### config.mk
export PLATFORM = sky130hd
export DESIGN_NAME = status_led_breathing_generator
export DESIGN_NICKNAME = d
export VERILOG_FILES = /design/src/rtl/slbg_pkg.sv /design/src/rtl/slbg_div.sv /design/src/rtl/slbg_mul.sv /design/src/rtl/status_led_breathing_generator.sv
export SDC_FILE = /design/constraint.sdc
export NUM_CORES = 1
export LEC_CHECK = 0
export BUFFER_PORTS_ARGS = -buffer_cell sky130_fd_sc_hd__buf_2
export CORE_ASPECT_RATIO = 1.5
export CORE_MARGIN = 2
export CORE_UTILIZATION = 43
export CTS_BUF_LIST = sky130_fd_sc_hd__clkbuf_8
export DETAILED_ROUTE_END_ITERATION = 8
export GPL_TIMING_DRIVEN = 0
export PLACE_DENSITY = 0.69
export RECOVER_POWER = 25
export SYNTH_ARGS = -nofsm -noshare
export SYNTH_HDL_FRONTEND = slang
export SYNTH_HIERARCHICAL = 1
export SYNTH_SLANG_ARGS = --single-unit
### constraint.sdc
create_clock -name clk_i -period 17.7 [get_ports clk_i]
set_clock_uncertainty 0.2 [all_clocks]
set_input_delay 3.54 -clock clk_i [delete_from_list [all_inputs] [get_ports clk_i]]
set_output_delay 3.54 -clock clk_i [all_outputs]
set_load 0.1 [all_outputs]
### src/rtl/slbg_pkg.sv
// Package: shared types, constants and mode tables for the status LED breathing generator.
package slbg_pkg;

  localparam int unsigned NumW  = 32;
  localparam int unsigned DvsW  = 20;
  localparam int unsigned StepW = 6;
  localparam int unsigned QuoW  = 8;
  localparam int unsigned MaW   = 16;
  localparam int unsigned MbW   = 10;
  localparam int unsigned AccW  = 26;
  localparam int unsigned MstW  = 4;
  localparam int unsigned PerW  = 11;
  localparam int unsigned HalfW = 10;

  localparam logic [DvsW-1:0] SmoothDiv   = 20'd65025;
  localparam logic [DvsW-1:0] ScaleDiv    = 20'd255;
  localparam logic [AccW-1:0] SmoothRound = 26'd32512;
  localparam logic [AccW-1:0] ScaleRound  = 26'd127;
  localparam logic [MbW-1:0]  SmoothK     = 10'd765;
  localparam logic [19:0]     TpmReset    = 20'd1;

  typedef enum logic [2:0] {
    CFG_TPM   = 3'd0,
    CFG_UPD   = 3'd1,
    CFG_RED   = 3'd2,
    CFG_GREEN = 3'd3,
    CFG_BLUE  = 3'd4
  } cfg_reg_e;

  typedef enum logic [1:0] {
    MODE_UPD,
    MODE_OFF,
    MODE_CAL,
    MODE_NORM
  } mode_e;

  typedef enum logic [3:0] {
    ST_IDLE,
    ST_CHECK,
    ST_MSDIV,
    ST_XCALC,
    ST_XDIV,
    ST_SQ,
    ST_CUBE,
    ST_SDIV,
    ST_SCALE,
    ST_BDIV,
    ST_EMIT
  } state_e;

  typedef struct packed {
    logic             start;
    logic [NumW-1:0]  num;
    logic [DvsW-1:0]  rem0;
    logic [DvsW-1:0]  divisor;
    logic [StepW-1:0] steps;
  } div_req_t;

  typedef struct packed {
    logic            done;
    logic            qbit_vld;
    logic            qbit;
    logic [QuoW-1:0] quo;
  } div_rsp_t;

  typedef struct packed {
    logic            start;
    logic [MaW-1:0]  a;
    logic [MbW-1:0]  b;
    logic [AccW-1:0] acc0;
    logic [MstW-1:0] steps;
  } mul_req_t;

  typedef struct packed {
    logic            done;
    logic [AccW-1:0] acc;
  } mul_rsp_t;

  function automatic logic [PerW-1:0] period_of(mode_e m);
    logic [PerW-1:0] p;
    case (m)
      MODE_UPD: p = 11'd1000;
      MODE_OFF: p = 11'd1800;
      MODE_CAL: p = 11'd1400;
      default:  p = 11'd1000;
    endcase
    return p;
  endfunction

  function automatic logic [HalfW-1:0] half_of(mode_e m);
    logic [HalfW-1:0] h;
    case (m)
      MODE_UPD: h = 10'd500;
      MODE_OFF: h = 10'd900;
      MODE_CAL: h = 10'd700;
      default:  h = 10'd500;
    endcase
    return h;
  endfunction

  function automatic logic [5:0] lo_of(mode_e m);
    logic [5:0] v;
    case (m)
      MODE_UPD: v = 6'd4;
      MODE_OFF: v = 6'd3;
      MODE_CAL: v = 6'd5;
      default:  v = 6'd4;
    endcase
    return v;
  endfunction

  function automatic logic [5:0] hi_of(mode_e m);
    logic [5:0] v;
    case (m)
      MODE_UPD: v = 6'd48;
      MODE_OFF: v = 6'd40;
      MODE_CAL: v = 6'd48;
      default:  v = 6'd48;
    endcase
    return v;
  endfunction

endpackage

### src/rtl/slbg_div.sv
// Bit-serial restoring divider, one quotient bit per cycle, MSB first.
module slbg_div (
  input  logic              clk_i,
  input  logic              rst_ni,
  input  slbg_pkg::div_req_t req_i,
  output slbg_pkg::div_rsp_t rsp_o
);

  logic [slbg_pkg::NumW-1:0]  num_q, num_d;
  logic [slbg_pkg::DvsW-1:0]  rem_q, rem_d;
  logic [slbg_pkg::DvsW-1:0]  dvs_q, dvs_d;
  logic [slbg_pkg::QuoW-1:0]  quo_q, quo_d;
  logic [slbg_pkg::StepW-1:0] cnt_q, cnt_d;
  logic                       busy_q, busy_d;
  logic                       done_q, done_d;
  logic                       qbit_q, qbit_d;
  logic                       qvld_q, qvld_d;
  logic [slbg_pkg::DvsW:0]    shifted;
  logic [slbg_pkg::DvsW:0]    sub;
  logic                       qb;

  assign shifted = {rem_q, num_q[slbg_pkg::NumW-1]};
  assign sub     = shifted - {1'b0, dvs_q};
  assign qb      = (shifted >= {1'b0, dvs_q});

  always_comb begin
    num_d  = num_q;
    rem_d  = rem_q;
    dvs_d  = dvs_q;
    quo_d  = quo_q;
    cnt_d  = cnt_q;
    busy_d = busy_q;
    done_d = 1'b0;
    qbit_d = qbit_q;
    qvld_d = 1'b0;
    if (req_i.start) begin
      num_d  = req_i.num;
      rem_d  = req_i.rem0;
      dvs_d  = req_i.divisor;
      cnt_d  = req_i.steps;
      busy_d = 1'b1;
    end else if (busy_q) begin
      num_d  = {num_q[slbg_pkg::NumW-2:0], 1'b0};
      rem_d  = qb ? sub[slbg_pkg::DvsW-1:0] : shifted[slbg_pkg::DvsW-1:0];
      quo_d  = {quo_q[slbg_pkg::QuoW-2:0], qb};
      qbit_d = qb;
      qvld_d = 1'b1;
      cnt_d  = cnt_q - 1'b1;
      if (cnt_q == slbg_pkg::StepW'(1)) begin
        busy_d = 1'b0;
        done_d = 1'b1;
      end
    end
  end

  always_ff @(posedge clk_i or negedge rst_ni) begin
    if (!rst_ni) begin
      busy_q <= 1'b0;
      done_q <= 1'b0;
      qvld_q <= 1'b0;
      cnt_q  <= '0;
    end else begin
      busy_q <= busy_d;
      done_q <= done_d;
      qvld_q <= qvld_d;
      cnt_q  <= cnt_d;
    end
  end

  always_ff @(posedge clk_i) begin
    num_q  <= num_d;
    rem_q  <= rem_d;
    dvs_q  <= dvs_d;
    quo_q  <= quo_d;
    qbit_q <= qbit_d;
  end

  assign rsp_o.done     = done_q;
  assign rsp_o.qbit_vld = qvld_q;
  assign rsp_o.qbit     = qbit_q;
  assign rsp_o.quo      = quo_q;

endmodule

### src/rtl/slbg_mul.sv
// Bit-serial shift-add multiplier with preloaded accumulator, one multiplier bit per cycle.
module slbg_mul (
  input  logic              clk_i,
  input  logic              rst_ni,
  input  slbg_pkg::mul_req_t req_i,
  output slbg_pkg::mul_rsp_t rsp_o
);

  logic [slbg_pkg::AccW-1:0] a_q, a_d;
  logic [slbg_pkg::MbW-1:0]  b_q, b_d;
  logic [slbg_pkg::AccW-1:0] acc_q, acc_d;
  logic [slbg_pkg::MstW-1:0] cnt_q, cnt_d;
  logic                      busy_q, busy_d;
  logic                      done_q, done_d;

  always_comb begin
    a_d    = a_q;
    b_d    = b_q;
    acc_d  = acc_q;
    cnt_d  = cnt_q;
    busy_d = busy_q;
    done_d = 1'b0;
    if (req_i.start) begin
      a_d    = slbg_pkg::AccW'(req_i.a);
      b_d    = req_i.b;
      acc_d  = req_i.acc0;
      cnt_d  = req_i.steps;
      busy_d = 1'b1;
    end else if (busy_q) begin
      if (b_q[0]) begin
        acc_d = acc_q + a_q;
      end
      a_d   = {a_q[slbg_pkg::AccW-2:0], 1'b0};
      b_d   = {1'b0, b_q[slbg_pkg::MbW-1:1]};
      cnt_d = cnt_q - 1'b1;
      if (cnt_q == slbg_pkg::MstW'(1)) begin
        busy_d = 1'b0;
        done_d = 1'b1;
      end
    end
  end

  always_ff @(posedge clk_i or negedge rst_ni) begin
    if (!rst_ni) begin
      busy_q <= 1'b0;
      done_q <= 1'b0;
      cnt_q  <= '0;
    end else begin
      busy_q <= busy_d;
      done_q <= done_d;
      cnt_q  <= cnt_d;
    end
  end

  always_ff @(posedge clk_i) begin
    a_q   <= a_d;
    b_q   <= b_d;
    acc_q <= acc_d;
  end

  assign rsp_o.done = done_q;
  assign rsp_o.acc  = acc_q;

endmodule

### src/rtl/status_led_breathing_generator.sv
// Status LED breathing generator top: rate limiter, sequencer and output register.
// Sequence from accept to m_axis_tvalid: the normal color goes check, emit; a breathing color goes
// check, tick-to-ms divide, shaping and scaling (XCALC, XDIV, SQ, CUBE, SDIV, SCALE, BDIV), emit.
// A word is taken only in idle, so a new word waits until the last one is emitted or rejected
// (rejected: no output); emit waits while an earlier color is held by m_axis_tready, unless it repeats.
// Reset (async, active low): tick rate 1, mode normal, other control registers 0, no color known, limiter open.
module status_led_breathing_generator (
  input  logic        clk_i,
  input  logic        rst_ni,
  input  logic        s_axis_tvalid,
  output logic        s_axis_tready,
  input  logic [39:0] s_axis_tdata,   // now_ticks[31:0], link_up, calibrating, setup_needed
  output logic        m_axis_tvalid,
  input  logic        m_axis_tready,
  output logic [23:0] m_axis_tdata,   // out_red[7:0], out_green[15:8], out_blue[23:16]
  input  logic        cfg_valid_i,
  output logic        cfg_ready_o,
  input  logic [2:0]  cfg_index_i,
  input  logic [19:0] cfg_data_i
);

  slbg_pkg::state_e state_q, state_d;
  slbg_pkg::mode_e  mode_q, mode_d, mode_c;

  logic [19:0] tpm_q;
  logic        upd_q;
  logic [7:0]  nred_q, ngrn_q, nblu_q;
  logic [31:0] last_upd_q;
  logic [23:0] last_col_q;
  logic        known_q;
  logic [31:0] now_q;
  logic        online_q, calib_q, setup_q;
  logic [23:0] cand_q, cand_d;
  logic [slbg_pkg::PerW-1:0] mod_q, mod_d;
  logic [7:0]  x_q;
  logic        mvld_q;
  logic [23:0] mdata_q;

  logic [19:0] tpm;
  logic [24:0] lim;
  logic [31:0] dt;
  logic        reject;
  logic [slbg_pkg::PerW:0]     fold;
  logic [slbg_pkg::PerW-1:0]   period;
  logic [slbg_pkg::HalfW-1:0]  half;
  logic [slbg_pkg::HalfW-1:0]  xr;
  logic [17:0] x255;
  logic [7:0]  lvl;
  logic        same;
  logic        out_free;
  logic        emit_go;

  slbg_pkg::div_req_t div_req;
  slbg_pkg::div_rsp_t div_rsp;
  slbg_pkg::mul_req_t mul_req;
  slbg_pkg::mul_rsp_t mul_rsp;

  slbg_div u_div (
    .clk_i  (clk_i),
    .rst_ni (rst_ni),
    .req_i  (div_req),
    .rsp_o  (div_rsp)
  );

  slbg_mul u_mul (
    .clk_i  (clk_i),
    .rst_ni (rst_ni),
    .req_i  (mul_req),
    .rsp_o  (mul_rsp)
  );

  assign tpm    = (tpm_q == '0) ? slbg_pkg::TpmReset : tpm_q;
  assign lim    = {1'b0, tpm, 4'b0} + {3'b0, tpm, 2'b0};
  assign dt     = now_q - last_upd_q;
  assign reject = (last_upd_q != '0) && (dt < {7'b0, lim});

  always_comb begin
    if (upd_q) begin
      mode_c = slbg_pkg::MODE_UPD;
    end else if (!online_q) begin
      mode_c = slbg_pkg::MODE_OFF;
    end else if (calib_q || setup_q) begin
      mode_c = slbg_pkg::MODE_CAL;
    end else begin
      mode_c = slbg_pkg::MODE_NORM;
    end
  end

  assign period = slbg_pkg::period_of(mode_q);
  assign half   = slbg_pkg::half_of(mode_q);
  assign fold   = {mod_q, div_rsp.qbit};
  assign xr     = (mod_q <= slbg_pkg::PerW'(half)) ? mod_q[slbg_pkg::HalfW-1:0]
                                                  : slbg_pkg::HalfW'(period - mod_q);
  assign x255   = {xr, 8'b0} - {8'b0, xr};
  assign lvl    = {2'b0, slbg_pkg::lo_of(mode_q)} + div_rsp.quo;
  assign same   = known_q && (cand_q == last_col_q);
  assign out_free = !mvld_q || m_axis_tready;

  // next state
  always_comb begin
    state_d = state_q;
    case (state_q)
      slbg_pkg::ST_IDLE: begin
        if (s_axis_tvalid) state_d = slbg_pkg::ST_CHECK;
      end
      slbg_pkg::ST_CHECK: begin
        if (reject) begin
          state_d = slbg_pkg::ST_IDLE;
        end else if (mode_c == slbg_pkg::MODE_NORM) begin
          state_d = slbg_pkg::ST_EMIT;
        end else begin
          state_d = slbg_pkg::ST_MSDIV;
        end
      end
      slbg_pkg::ST_MSDIV: if (div_rsp.done) state_d = slbg_pkg::ST_XCALC;
      slbg_pkg::ST_XCALC: state_d = slbg_pkg::ST_XDIV;
      slbg_pkg::ST_XDIV:  if (div_rsp.done) state_d = slbg_pkg::ST_SQ;
      slbg_pkg::ST_SQ:    if (mul_rsp.done) state_d = slbg_pkg::ST_CUBE;
      slbg_pkg::ST_CUBE:  if (mul_rsp.done) state_d = slbg_pkg::ST_SDIV;
      slbg_pkg::ST_SDIV:  if (div_rsp.done) state_d = slbg_pkg::ST_SCALE;
      slbg_pkg::ST_SCALE: if (mul_rsp.done) state_d = slbg_pkg::ST_BDIV;
      slbg_pkg::ST_BDIV:  if (div_rsp.done) state_d = slbg_pkg::ST_EMIT;
      slbg_pkg::ST_EMIT: begin
        if (same || out_free) state_d = slbg_pkg::ST_IDLE;
      end
      default: state_d = slbg_pkg::ST_IDLE;
    endcase
  end

  // outputs
  always_comb begin
    div_req = '0;
    mul_req = '0;
    emit_go = 1'b0;
    s_axis_tready = 1'b0;
    mode_d  = mode_q;
    cand_d  = cand_q;
    mod_d   = mod_q;
    case (state_q)
      slbg_pkg::ST_IDLE: s_axis_tready = 1'b1;
      slbg_pkg::ST_CHECK: begin
        mode_d = mode_c;
        mod_d  = '0;
        cand_d = {nblu_q, ngrn_q, nred_q};
        if (!reject && mode_c != slbg_pkg::MODE_NORM) begin
          div_req.start   = 1'b1;
          div_req.num     = now_q;
          div_req.rem0    = '0;
          div_req.divisor = tpm;
          div_req.steps   = slbg_pkg::StepW'(32);
        end
      end
      slbg_pkg::ST_MSDIV: begin
        if (div_rsp.qbit_vld) begin
          mod_d = (fold >= {1'b0, period}) ? slbg_pkg::PerW'(fold - {1'b0, period})
                                           : fold[slbg_pkg::PerW-1:0];
        end
      end
      slbg_pkg::ST_XCALC: begin
        div_req.start   = 1'b1;
        div_req.num     = {x255[7:0], 24'b0};
        div_req.rem0    = {10'b0, x255[17:8]};
        div_req.divisor = {10'b0, half};
        div_req.steps   = slbg_pkg::StepW'(8);
      end
      slbg_pkg::ST_XDIV: begin
        if (div_rsp.done) begin
          mul_req.start = 1'b1;
          mul_req.a     = {8'b0, div_rsp.quo};
          mul_req.b     = {2'b0, div_rsp.quo};
          mul_req.acc0  = '0;
          mul_req.steps = slbg_pkg::MstW'(8);
        end
      end
      slbg_pkg::ST_SQ: begin
        if (mul_rsp.done) begin
          mul_req.start = 1'b1;
          mul_req.a     = mul_rsp.acc[15:0];
          mul_req.b     = slbg_pkg::SmoothK - {1'b0, x_q, 1'b0};
          mul_req.acc0  = slbg_pkg::SmoothRound;
          mul_req.steps = slbg_pkg::MstW'(10);
        end
      end
      slbg_pkg::ST_CUBE: begin
        if (mul_rsp.done) begin
          div_req.start   = 1'b1;
          div_req.num     = {mul_rsp.acc[7:0], 24'b0};
          div_req.rem0    = {4'b0, mul_rsp.acc[23:8]};
          div_req.divisor = slbg_pkg::SmoothDiv;
          div_req.steps   = slbg_pkg::StepW'(8);
        end
      end
      slbg_pkg::ST_SDIV: begin
        if (div_rsp.done) begin
          mul_req.start = 1'b1;
          mul_req.a     = {8'b0, div_rsp.quo};
          mul_req.b     = {4'b0, slbg_pkg::hi_of(mode_q) - slbg_pkg::lo_of(mode_q)};
          mul_req.acc0  = slbg_pkg::ScaleRound;
          mul_req.steps = slbg_pkg::MstW'(6);
        end
      end
      slbg_pkg::ST_SCALE: begin
        if (mul_rsp.done) begin
          div_req.start   = 1'b1;
          div_req.num     = {mul_rsp.acc[7:0], 24'b0};
          div_req.rem0    = {2'b0, mul_rsp.acc[25:8]};
          div_req.divisor = slbg_pkg::ScaleDiv;
          div_req.steps   = slbg_pkg::StepW'(8);
        end
      end
      slbg_pkg::ST_BDIV: begin
        if (div_rsp.done) begin
          case (mode_q)
            slbg_pkg::MODE_UPD: cand_d = {lvl, 1'b0, lvl[7:1], 8'b0};
            slbg_pkg::MODE_OFF: cand_d = {16'b0, lvl};
            slbg_pkg::MODE_CAL: cand_d = {8'b0, lvl, lvl};
            default:            cand_d = cand_q;
          endcase
        end
      end
      slbg_pkg::ST_EMIT: emit_go = !same && out_free;
      default: ;
    endcase
  end

  always_ff @(posedge clk_i or negedge rst_ni) begin
    if (!rst_ni) begin
      state_q    <= slbg_pkg::ST_IDLE;
      mode_q     <= slbg_pkg::MODE_NORM;
      tpm_q      <= slbg_pkg::TpmReset;
      upd_q      <= 1'b0;
      nred_q     <= '0;
      ngrn_q     <= '0;
      nblu_q     <= '0;
      last_upd_q <= '0;
      last_col_q <= '0;
      known_q    <= 1'b0;
      mvld_q     <= 1'b0;
    end else begin
      state_q <= state_d;
      mode_q  <= mode_d;
      if (cfg_valid_i) begin
        case (cfg_index_i)
          slbg_pkg::CFG_TPM: tpm_q <= cfg_data_i;
          slbg_pkg::CFG_UPD: upd_q <= cfg_data_i[0];
          slbg_pkg::CFG_RED: begin
            nred_q  <= cfg_data_i[7:0];
            known_q <= 1'b0;
          end
          slbg_pkg::CFG_GREEN: begin
            ngrn_q  <= cfg_data_i[7:0];
            known_q <= 1'b0;
          end
          slbg_pkg::CFG_BLUE: begin
            nblu_q  <= cfg_data_i[7:0];
            known_q <= 1'b0;
          end
          default: ;
        endcase
      end
      if (state_q == slbg_pkg::ST_CHECK && !reject) begin
        last_upd_q <= now_q;
      end
      if (emit_go) begin
        last_col_q <= cand_q;
        known_q    <= 1'b1;
        mvld_q     <= 1'b1;
      end else if (m_axis_tready) begin
        mvld_q <= 1'b0;
      end
    end
  end

  always_ff @(posedge clk_i) begin
    if (s_axis_tvalid && s_axis_tready) begin
      now_q    <= s_axis_tdata[31:0];
      online_q <= s_axis_tdata[32];
      calib_q  <= s_axis_tdata[33];
      setup_q  <= s_axis_tdata[34];
    end
    cand_q <= cand_d;
    mod_q  <= mod_d;
    if (state_q == slbg_pkg::ST_XDIV && div_rsp.done) begin
      x_q <= div_rsp.quo;
    end
    if (emit_go) begin
      mdata_q <= cand_q;
    end
  end

  assign m_axis_tvalid = mvld_q;
  assign m_axis_tdata  = mdata_q;
  assign cfg_ready_o   = 1'b1;

endmodule
==> impl_results.rst, run 1 <==
.. list-table::
   :header-rows: 1

   * - Metric
     - Value
   * - Core footprint
     - 0.0544 sq mm
   * - Area of the mapped netlist
     - 0.0235 sq mm
   * - Share of async-settable or async-resettable flops after synthesis
     - 33.7%
   * - Initial antenna violation count
     - 1
   * - Clk Latency, worst-skew pair
     - 0.68 ns
   * - Post-synth top area cell
     - sky130_fd_sc_hd__edfxtp_1
   * - Final Cell Area
     - 0.0261 sq mm
   * - Violations in the final reports
     - capacitance limit, slew limit
   * - Top achievable clock speed
     - 0.0998 GHz
   * - First drt pass iteration count
     - 8
   * - Average size of a mapped cell
     - slightly above 10 sq um
   * - PostCTS Resize Cnt
     - 0
   * - Overall power after layout
     - 4.51 mW
   * - Detailed Route Iter0 Violations
     - 1442
   * - Slew headroom
     - -65.4%
   * - Standard cell with the maximum stage delay on the critical path
     - sky130_fd_sc_hd__nor2b_1
   * - FF+latch count, synth
     - 368
   * - GRT Util Overall
     - 24.0%
   * - Hold buffers post-CTS
     - 0
   * - Main flop type after synthesis
     - sky130_fd_sc_hd__edfxtp_1
   * - Critical path startpoint category
     - flip-flop
   * - Tcrit/Tclk final
     - 56.6%
   * - PwrDens
     - 173 mW/mm^2
   * - Number of H-tree branching levels
     - 2
   * - Element type at the critical path end
     - flip-flop
   * - Number of enable-type register cells in the synthesized netlist
     - 234
   * - Leak pwr
     - 10.4 nW
   * - Pin count of the biggest net entering global routing
     - 91
   * - Dominant cells by area after synthesis
     - sky130_fd_sc_hd__edfxtp_1, sky130_fd_sc_hd__dfrtp_1, sky130_fd_sc_hd__ha_1, sky130_fd_sc_hd__mux2_2, sky130_fd_sc_hd__nand2_1
   * - Vias in the first global route
     - 19500
   * - Clock root buffer
     - sky130_fd_sc_hd__clkbuf_8
   * - Cell class contributing the biggest share of worst-path delay
     - compound AO/OA/AOI/OAI gates
   * - Total number of yosys warnings
     - 6
   * - Placement-stage cell area
     - about 0.025 sq mm
   * - Number of buffers inserted during clock tree synthesis
     - 56
   * - I/O Buffers
     - 88
   * - Horiz. Die Dim
     - between 150 and 200 microns
   * - Die extent in y
     - 291 microns
   * - Aggregate routed wire length
     - slightly below 70 mm
   * - Share of the synthesized area in the top cell type
     - 29.8%
   * - Max clock buf depth
     - 3
   * - Grt ovf
     - 0
   * - Final ANT Viol Nets
     - 0
   * - Via/cell ratio
     - 5.91
   * - Hold Crit Class
     - reg2reg
   * - Type of the worst setup path
     - reg2reg
   * - Unique masters post-synth
     - ~110
   * - Max Transition Viols Final
     - 49
   * - Critical path peak fanout
     - 21
   * - Wire length of the first global-routing pass
     - 107 mm
   * - Number of remaining DRC errors
     - 0
   * - Placed wire-length estimate
     - 52.3 mm
   * - Initial Util
     - 43.3%
   * - Delay of the slowest critical-path stage
     - 1.06 ns
   * - Status
     - finished with violations
   * - Routed wire per std cell
     - 21.3 microns
   * - Clock slew seen by the registers of the worst setup and hold paths
     - 0.07 ns
   * - Slew at the pin with the worst max-slew slack
     - around 2.5 ns
   * - Row count
     - 105
   * - Total Negative Setup Slacks
     - 0 ns
   * - Net count of the finished layout
     - about 2700
   * - Most repeated library cell on the critical path
     - sky130_fd_sc_hd__clkbuf_1
   * - Data required time of the worst path
     - 17.73 ns
   * - Register cell area after layout
     - roughly 0.010 sq mm
   * - CTS tree
     - yes
   * - # clock sinks
     - 368
   * - Endpoint arrival time on the critical path
     - 10.05 ns
   * - Share of synthesized area occupied by flip-flops and latches
     - 43.9%
   * - Combined area of the multi-input logic cells
     - 0.0123 sq mm
   * - Number of I/O pins
     - 95
   * - Min Tclk post-route
     - ~10 ns
   * - Max IR drop VDD
     - 0.0879 mV
   * - Max_cap viols
     - 2
   * - # Post-CTS Setup Buffers
     - 0
   * - Die footprint
     - 0.0567 sq mm
   * - Setup repair after global routing missed its margin
     - no
   * - Number of instances in the synthesized netlist
     - 2308
   * - Filler instances
     - about 5100
   * - Area growth from synthesis to layout
     - 10.9%
   * - Setup-failing EPs final
     - 0
   * - RePlAce Congestion
     - 0.978
   * - Overall via count from detail_route
     - 19000
   * - CP Buf/Inv Count
     - 5
   * - Hold violation count in the final report
     - 0
   * - Share of post-route cells with drive strength above 1
     - 15.1%
==> sequential cells by signal, summed over array words and instances, names as in the netlist, 10 cells and up <==
signal        cells
cand_q           24
last_col_q       24
last_upd_q       32
m_axis_tdata     24
mod_q            11
now_q            32
tpm_q            20
u_div/dvs_q      20
u_div/num_q      32
u_div/rem_q      20
u_mul/a_q        26
u_mul/acc_q      26
u_mul/b_q        10
==> report_power, final <==
| group | switching (mW) | internal [mW] | leakage, nW |
|---|---|---|---|
| clock | 0.358 | 0.375 | 0.660 |
| combinational | 1.45 | 0.933 | 5.94 |
| sequential | 0.169 | 1.22 | 3.83 |
==> cell families after synthesis <==
logic type	Yosys count	synth area share [%]
flip-flops	368	43.9
XOR/XNOR	147	5.58
AND/OR/NAND/NOR	679	14.4
AO/OA/AOI/OAI	574	16.8
multiplexers	153	7.22
other	2	0.0319
buffers and inverters	240	4.26
adder cells (fa/ha/maj)	145	7.82
==> routing by layer <==
metal | part of all wire, % | vias to the layer above | GRT usage (%) | routed length [microns]
li1 | - | 8922 | - | -
met5 | 0 | - | 0 | 0
met3 | 4.4 | 296 | 2.70 | 3010
met1 | 36 | 9094 | 25.8 | 24600
met4 | 9.1 | 0 | 18.7 | 6240
met2 | 51 | 715 | 42.8 | 34600
==> through the flow <==
step	util, %	setup WS (ns)	hold WS, ns	cells
3_3_place_gp	45.8	7.34	0.267	3109
2_1_floorplan	-	10.13	0.250	2326
5_1_grt	48.0	7.21	0.319	3219
6_report	48.0	7.68	0.282	3219
4_1_cts	48.1	7.80	0.283	3218
3_5_place_dp	46.0	7.88	0.268	3112
==> worst reg2reg max path: cells and delay by family, from the launching register on <==
| kind | cells | cell delay, ns |
|---|---|---|
| AO/OA/AOI/OAI | 12 | 4.11 |
| adder cells (fa/ha/maj) | 3 | 0.88 |
| XOR/XNOR | 1 | 0.13 |
| flip-flops | 1 | 0.36 |
| AND/OR/NAND/NOR | 7 | 2.30 |
| buffers and inverters | 5 | 1.58 |
==> cells in the final DEF (no fill, tap or decap), types with 12 or more instances in the layout <==
cell	netlist	layout
sky130_fd_sc_hd__a211oi_1	20	20
sky130_fd_sc_hd__a21o_1	40	40
sky130_fd_sc_hd__a21oi_1	106	106
sky130_fd_sc_hd__a22o_1	13	13
sky130_fd_sc_hd__a31oi_1	12	12
sky130_fd_sc_hd__a32oi_1	33	33
sky130_fd_sc_hd__and2_1	28	25
sky130_fd_sc_hd__and3_1	48	48
sky130_fd_sc_hd__buf_2	7	92
sky130_fd_sc_hd__clkbuf_1	111	122
sky130_fd_sc_hd__clkbuf_8	0	70
sky130_fd_sc_hd__conb_1	2	20
sky130_fd_sc_hd__dfrtp_1	121	121
sky130_fd_sc_hd__edfxtp_1	234	234
sky130_fd_sc_hd__ha_1	140	140
sky130_fd_sc_hd__inv_1	99	113
sky130_fd_sc_hd__mux2_2	130	130
sky130_fd_sc_hd__mux2i_1	22	22
sky130_fd_sc_hd__nand2_1	239	239
sky130_fd_sc_hd__nand2b_1	17	17
sky130_fd_sc_hd__nand3_1	52	52
sky130_fd_sc_hd__nand4_1	29	29
sky130_fd_sc_hd__nor2_1	105	105
sky130_fd_sc_hd__nor2b_1	16	16
sky130_fd_sc_hd__nor3_1	38	38
sky130_fd_sc_hd__nor4_1	54	54
sky130_fd_sc_hd__o211ai_1	12	12
sky130_fd_sc_hd__o21a_1	13	13
sky130_fd_sc_hd__o21ai_0	153	155
sky130_fd_sc_hd__o21ai_1	17	15
sky130_fd_sc_hd__o31ai_1	18	18
sky130_fd_sc_hd__xnor2_1	84	84
sky130_fd_sc_hd__xor2_1	61	61
==> layout make-up <==
type / instances / area share (%)
multi-input cells: 1718 / 47.0
flip-flops and latches: 368 / 39.6
clock buffers: 70 / 3.69
well taps: 695 / 3.33
plain buffers: 138 / 2.23
repair buffers: 91 / 1.86
inverters: 102 / 1.49
clock inverters: 36 / 0.786
diodes: 1 / 0.00958
==> path summary, 6_finish.rpt <==
| check | end | start | depth (start not counted) | slack [ns] |
|---|---|---|---|---|
| setup / recovery | u_div/quo_q[0] | tpm_q[16] | 28 | 7.68 |
| hold / removal | known_q | known_q | 1 | 0.28 |
| setup reg to reg | u_div/quo_q[0] | tpm_q[16] | 28 | 7.68 |
| hold reg to reg | known_q | known_q | 1 | 0.28 |
| max in group asynchronous | u_mul/busy_q | rst_ni | 1 | 12.42 |
| min in group asynchronous | last_upd_q[24] | rst_ni | 1 | 3.43 |
==> synth_stat cells, types with 33 or more instances <==
library cell and instances:
sky130_fd_sc_hd__o21ai_0 153, sky130_fd_sc_hd__edfxtp_1 234, sky130_fd_sc_hd__mux2_2 130, sky130_fd_sc_hd__a21oi_1 106, sky130_fd_sc_hd__and3_1 48, sky130_fd_sc_hd__clkbuf_1 111, sky130_fd_sc_hd__nand3_1 52, sky130_fd_sc_hd__inv_1 99
sky130_fd_sc_hd__nor2_1 105, sky130_fd_sc_hd__xor2_1 61, sky130_fd_sc_hd__nand2_1 239, sky130_fd_sc_hd__nor4_1 54, sky130_fd_sc_hd__xnor2_1 84, sky130_fd_sc_hd__dfrtp_1 121, sky130_fd_sc_hd__ha_1 140, sky130_fd_sc_hd__a32oi_1 33
sky130_fd_sc_hd__a21o_1 40, sky130_fd_sc_hd__nor3_1 38
Power figures use the tool's default switching activity.
==> inputs of run 2 (changes only) <==
- ABC_AREA: default -> 1
- clock period: 17.7 -> 10.4 ns (I/O delays scaled with it)
==> impl_results.rst, run 2 <==
.. list-table::
   :header-rows: 1

   * - Metric
     - Value
   * - Hold buffers post-CTS
     - 0 (unchanged)
   * - Clock slew seen by the registers of the worst setup and hold paths
     - 0.07 ns (about the same)
   * - Leak pwr
     - 13.6 nW (was 10.4 nW)
   * - Post-synth top area cell
     - sky130_fd_sc_hd__edfxtp_1 (unchanged)
   * - # clock sinks
     - 368 (unchanged)
   * - Register share of total power
     - 27.8% (was 30.9%)
   * - Average size of a mapped cell
     - 7.50 sq um (was 10.2 sq um)
   * - PostCTS Resize Cnt
     - 0 (unchanged)
   * - Startpoint of the lowest-slack register-to-register path
     - tpm_q[19] (was tpm_q[16])
   * - Min Tclk post-route
     - 7.86 ns
   * - Number of instances in the synthesized netlist
     - 3290 (was 2308)
   * - Area of the mapped netlist
     - 0.0247 sq mm (was 0.0235 sq mm)
   * - Path depth of the worst reg2reg path
     - 36 (was 28)
   * - Met1 GRT Util
     - 25.7% (was 25.8%)
   * - Violations in the final reports
     - capacitance limit, slew limit (unchanged)
   * - Hold violation count in the final report
     - 0 (unchanged)
   * - Met3 track demand over resource
     - 2.71% (was 2.70%)
   * - Standard cell with the maximum stage delay on the critical path
     - sky130_fd_sc_hd__clkbuf_1 (was sky130_fd_sc_hd__nor2b_1)
   * - Via/cell ratio
     - 5.06 (was 5.91)
   * - # Post-CTS Setup Buffers
     - 0 (unchanged)
   * - Data required time of the worst path
     - 9.72 ns (was 17.73 ns)
   * - Number of H-tree branching levels
     - 2 (unchanged)
   * - Critical path peak fanout
     - 96 (was 21)
   * - Area growth from synthesis to layout
     - 11.1% (was 10.9%)
   * - Tcrit/Tclk final
     - around 76%
   * - GRT Util Overall
     - 24.6% (was 24.0%)
   * - FF-to-FF End
     - u_div/cnt_q[5] (was u_div/quo_q[0])
   * - Most frequently used cell type in the post-synthesis netlist
     - sky130_fd_sc_hd__nand2_1 (unchanged)
   * - Aggregate routed wire length
     - 73.0 mm (was 68.5 mm)
   * - Power share of the clock group
     - 14.2% (was 16.3%)
   * - Slew at the pin with the worst max-slew slack
     - 5.22 ns (was 2.48 ns)
   * - First drt pass iteration count
     - 5 (was 8)
   * - Most congested layer reported by global routing
     - met2 (unchanged)
   * - Unique masters post-synth
     - 62 (was 113)
   * - Type of the worst setup path
     - in2async (was reg2reg)
   * - Vias in the first global route
     - 21200 (was 19500)
   * - Die extent in y
     - 297 microns (was 291 microns)
   * - Core footprint
     - 0.0568 sq mm (was 0.0544 sq mm)
   * - Main flop type after synthesis
     - sky130_fd_sc_hd__edfxtp_1 (unchanged)
   * - Share of power burned in combinational logic
     - 58.0% (was 52.8%)
   * - I/O Buffers
     - 88 (unchanged)
   * - Sw frac
     - 49.1% (was 43.8%)
   * - Setup-failing EPs final
     - 0 (unchanged)
   * - Net Sw Power
     - 4.50 mW (was 1.98 mW)
   * - Share of post-route cells with drive strength above 1
     - 8.66% (was 15.1%)
   * - Internal cell power
     - 4.66 mW (was 2.53 mW)
   * - Number of I/O pins
     - 95 (unchanged)
   * - Pin count of the biggest net entering global routing
     - 97 (was 91)
   * - Setup slack on the worst flop-to-flop path
     - 2.81 ns (was 7.68 ns)
   * - Element type at the critical path end
     - async pin (was flip-flop)
   * - Grt ovf
     - 0 (unchanged)
   * - Row count
     - 107 (was 105)
   * - CP Buf/Inv Count
     - 2 (was 5)
   * - Registers with the most flip-flops
     - last_upd_q x32, now_q x32, u_div/num_q x32 (unchanged)
   * - Total Negative Setup Slacks
     - 0 ns (unchanged)
   * - Status
     - finished with violations (unchanged)
   * - Max Transition Viols Final
     - 127 (was 49)
   * - Met2 track utilization from global routing
     - 44.6% (was 42.8%)
   * - Max clock buf depth
     - 3 (unchanged)
   * - Initial antenna violation count
     - 1 (unchanged)
   * - Detailed Route Iter0 Violations
     - 1266 (was 1442)
   * - Most common cell after layout, fill and taps aside
     - sky130_fd_sc_hd__nand2_1 (unchanged)
   * - Routed wire per std cell
     - 17.1 microns (was 21.3 microns)
   * - Number of stages on the worst hold path
     - 0 (was 1)
   * - Max IR drop VDD
     - 0.178 mV (was 0.0879 mV)
   * - Clock root buffer
     - sky130_fd_sc_hd__clkbuf_8 (unchanged)
   * - Hold path endpoint
     - m_axis_tdata[5] (was known_q)
   * - Post-Route Utilization
     - 48.3% (was 48.0%)
   * - Die footprint
     - 0.0593 sq mm (was 0.0567 sq mm)
   * - Final ANT Viol Nets
     - 0 (unchanged)
   * - Dominant cells by area after synthesis
     - sky130_fd_sc_hd__edfxtp_1, sky130_fd_sc_hd__nand2_1, sky130_fd_sc_hd__dfrtp_1, sky130_fd_sc_hd__inv_1, sky130_fd_sc_hd__ha_1 (was sky130_fd_sc_hd__edfxtp_1, sky130_fd_sc_hd__dfrtp_1, sky130_fd_sc_hd__ha_1, sky130_fd_sc_hd__mux2_2, sky130_fd_sc_hd__nand2_1)
   * - Share of synthesized area occupied by flip-flops and latches
     - 41.9% (was 43.9%)
   * - Overall via count from detail_route
     - 21600 (was 19000)
   * - Number of remaining DRC errors
     - 0 (unchanged)
   * - Setup repair after global routing missed its margin
     - no (unchanged)
   * - RePlAce Congestion
     - 0.990 (was 0.978)
   * - Initial Util
     - 43.4% (was 43.3%)
   * - Top cells by count, synth
     - sky130_fd_sc_hd__nand2_1, sky130_fd_sc_hd__inv_1, sky130_fd_sc_hd__edfxtp_1 (was sky130_fd_sc_hd__nand2_1, sky130_fd_sc_hd__edfxtp_1, sky130_fd_sc_hd__o21ai_0)
   * - Horiz. Die Dim
     - 200 microns (was 195 microns)
   * - Endpoint arrival time on the critical path
     - 7.18 ns (was 10.05 ns)
   * - CTS tree
     - yes (unchanged)
   * - Overall power after layout
     - 9.16 mW (was 4.51 mW)
   * - Placed wire-length estimate
     - 58.3 mm (was 52.3 mm)
   * - Total number of yosys warnings
     - 6 (unchanged)
   * - Startpoint of the lowest-slack hold path
     - cand_q[5] (was known_q)
   * - Worst-path cell chain
     - clkbuf_1 -> clkbuf_1
   * - Number of buffers inserted during clock tree synthesis
     - 58 (was 56)
   * - Most repeated library cell on the critical path
     - sky130_fd_sc_hd__clkbuf_1 (unchanged)
   * - Share of async-settable or async-resettable flops after synthesis
     - 33.7% (unchanged)
   * - Wire length of the first global-routing pass
     - 112 mm (was 107 mm)
   * - Max_cap viols
     - 2 (unchanged)
   * - FF+latch count, synth
     - 368 (unchanged)
   * - Net count of the finished layout
     - 3673 (was 2687)
   * - Filler instances
     - 5680 (was 5086)
   * - Slew headroom
     - -248% (was -65.4%)
   * - Number of enable-type register cells in the synthesized netlist
     - 234 (unchanged)
   * - Clk Latency, worst-skew pair
     - 0.70 ns (was 0.68 ns)
   * - PwrDens
     - 334 mW/mm^2 (was 173 mW/mm^2)
   * - Delay of the slowest critical-path stage
     - 3.73 ns (was 1.06 ns)
   * - Leading cell types in the layout, fill and taps excluded
     - sky130_fd_sc_hd__nand2_1, sky130_fd_sc_hd__inv_1, sky130_fd_sc_hd__edfxtp_1, sky130_fd_sc_hd__nor2_1, sky130_fd_sc_hd__nand3_1 (was sky130_fd_sc_hd__nand2_1, sky130_fd_sc_hd__edfxtp_1, sky130_fd_sc_hd__o21ai_0, sky130_fd_sc_hd__ha_1, sky130_fd_sc_hd__mux2_2)
   * - Top achievable clock speed
     - 0.127 GHz
   * - Cell class contributing the biggest share of worst-path delay
     - buffers and inverters (was compound AO/OA/AOI/OAI gates)
   * - Critical path startpoint category
     - input port (was flip-flop)
   * - Share of the synthesized area in the top cell type
     - 28.5% (was 29.8%)
   * - Hold Crit Class
     - reg2reg (unchanged)
-- run 2: changes by cell type in the layout (fill, tap and decap cells not counted), moves of 37 or more --
cell | before | now
sky130_fd_sc_hd__nand2_1 | 239 | 1172
sky130_fd_sc_hd__inv_1 | 113 | 508
sky130_fd_sc_hd__mux2_2 | 130 | 8
sky130_fd_sc_hd__nor2_1 | 105 | 214
sky130_fd_sc_hd__nand3_1 | 52 | 160
sky130_fd_sc_hd__clkbuf_1 | 122 | 66
sky130_fd_sc_hd__and3_1 | 48 | 2
sky130_fd_sc_hd__xnor2_1 | 84 | 40
sky130_fd_sc_hd__nor4_1 | 54 | 13
sky130_fd_sc_hd__a21o_1 | 40 | 3
-- run 2: per-stage QoR --
step | std cells | hold WS (ns) | setup slack, ns | area [sq um]
6_report | 4275 | 0.270 | 2.54 | 27400
5_1_grt | 4275 | 0.283 | 1.35 | 27400
4_1_cts | 4274 | 0.265 | 2.83 | 27500
3_5_place_dp | 4164 | 0.259 | 2.84 | 26200
3_3_place_gp | 4159 | 0.256 | 2.17 | 26100
2_1_floorplan | 3308 | 0.226 | 4.03 | 24700
-- run 2: final cells by class --
type	count	area, sq um	share of cell area (%)
clock inverter	43	302	1.10
buffer	90	455	1.66
timing repair buffer	93	493	1.80
sequential	368	10300	37.7
multi-input combinational	2346	12100	44.0
tap	763	955	3.48
antenna	1	2.50	0.00913
clock buffer	67	922	3.36
inverter	504	1890	6.91
-- run 2: cell families (layout without fill, tap and decap cells) --
family	after synthesis	count (layout)	share of synthesized area, %
simple gates	1730	1730	29.6
buf+inv	594	797	9.53
flops	368	368	41.9
compound gates	357	357	8.04
fa+ha+maj	144	144	7.43
xor+xnor	87	87	3.09
mux	8	8	0.365
other cells	2	21	0.0305
-- run 2: power groups by stage --
| stage | clock network, mW | logic (mW) | registers, mW |
|---|---|---|---|
| 3_5_place_dp | 0 | 5.26 | 2.56 |
| 3_3_place_gp | 0 | 5.17 | 2.57 |
| 4_1_cts | 1.33 | 5.28 | 2.54 |
| 2_1_floorplan | 0 | 3.89 | 2.47 |
| 6_report | 1.30 | 5.32 | 2.55 |
| 5_1_grt | 1.38 | 5.96 | 2.59 |
-- run 2: worst max-delay path by stage --
stage	end	startpoint	slack, ns	depth (start not counted)
2_1_floorplan	u_div/num_q[0]	tpm_q[7]	4.03	34
3_3_place_gp	u_div/num_q[10]	tpm_q[19]	2.17	35
3_5_place_dp	u_div/cnt_q[2]	tpm_q[18]	2.84	36
4_1_cts	u_div/cnt_q[5]	tpm_q[18]	2.83	36
5_1_grt	u_div/qvld_q	rst_ni	1.35	2
6_report	u_div/qvld_q	rst_ni	2.54	2
-- run 2: per-layer routing --
| metal | routed length, microns | vias to the layer above | share of wire, % |
|---|---|---|---|
| li1 | - | 10800 | - |
| met1 | 26400 | 9947 | 36 |
| met2 | 37300 | 612 | 51 |
| met3 | 2970 | 243 | 4.1 |
| met4 | 6320 | 0 | 8.7 |
| met5 | 0 | - | 0 |
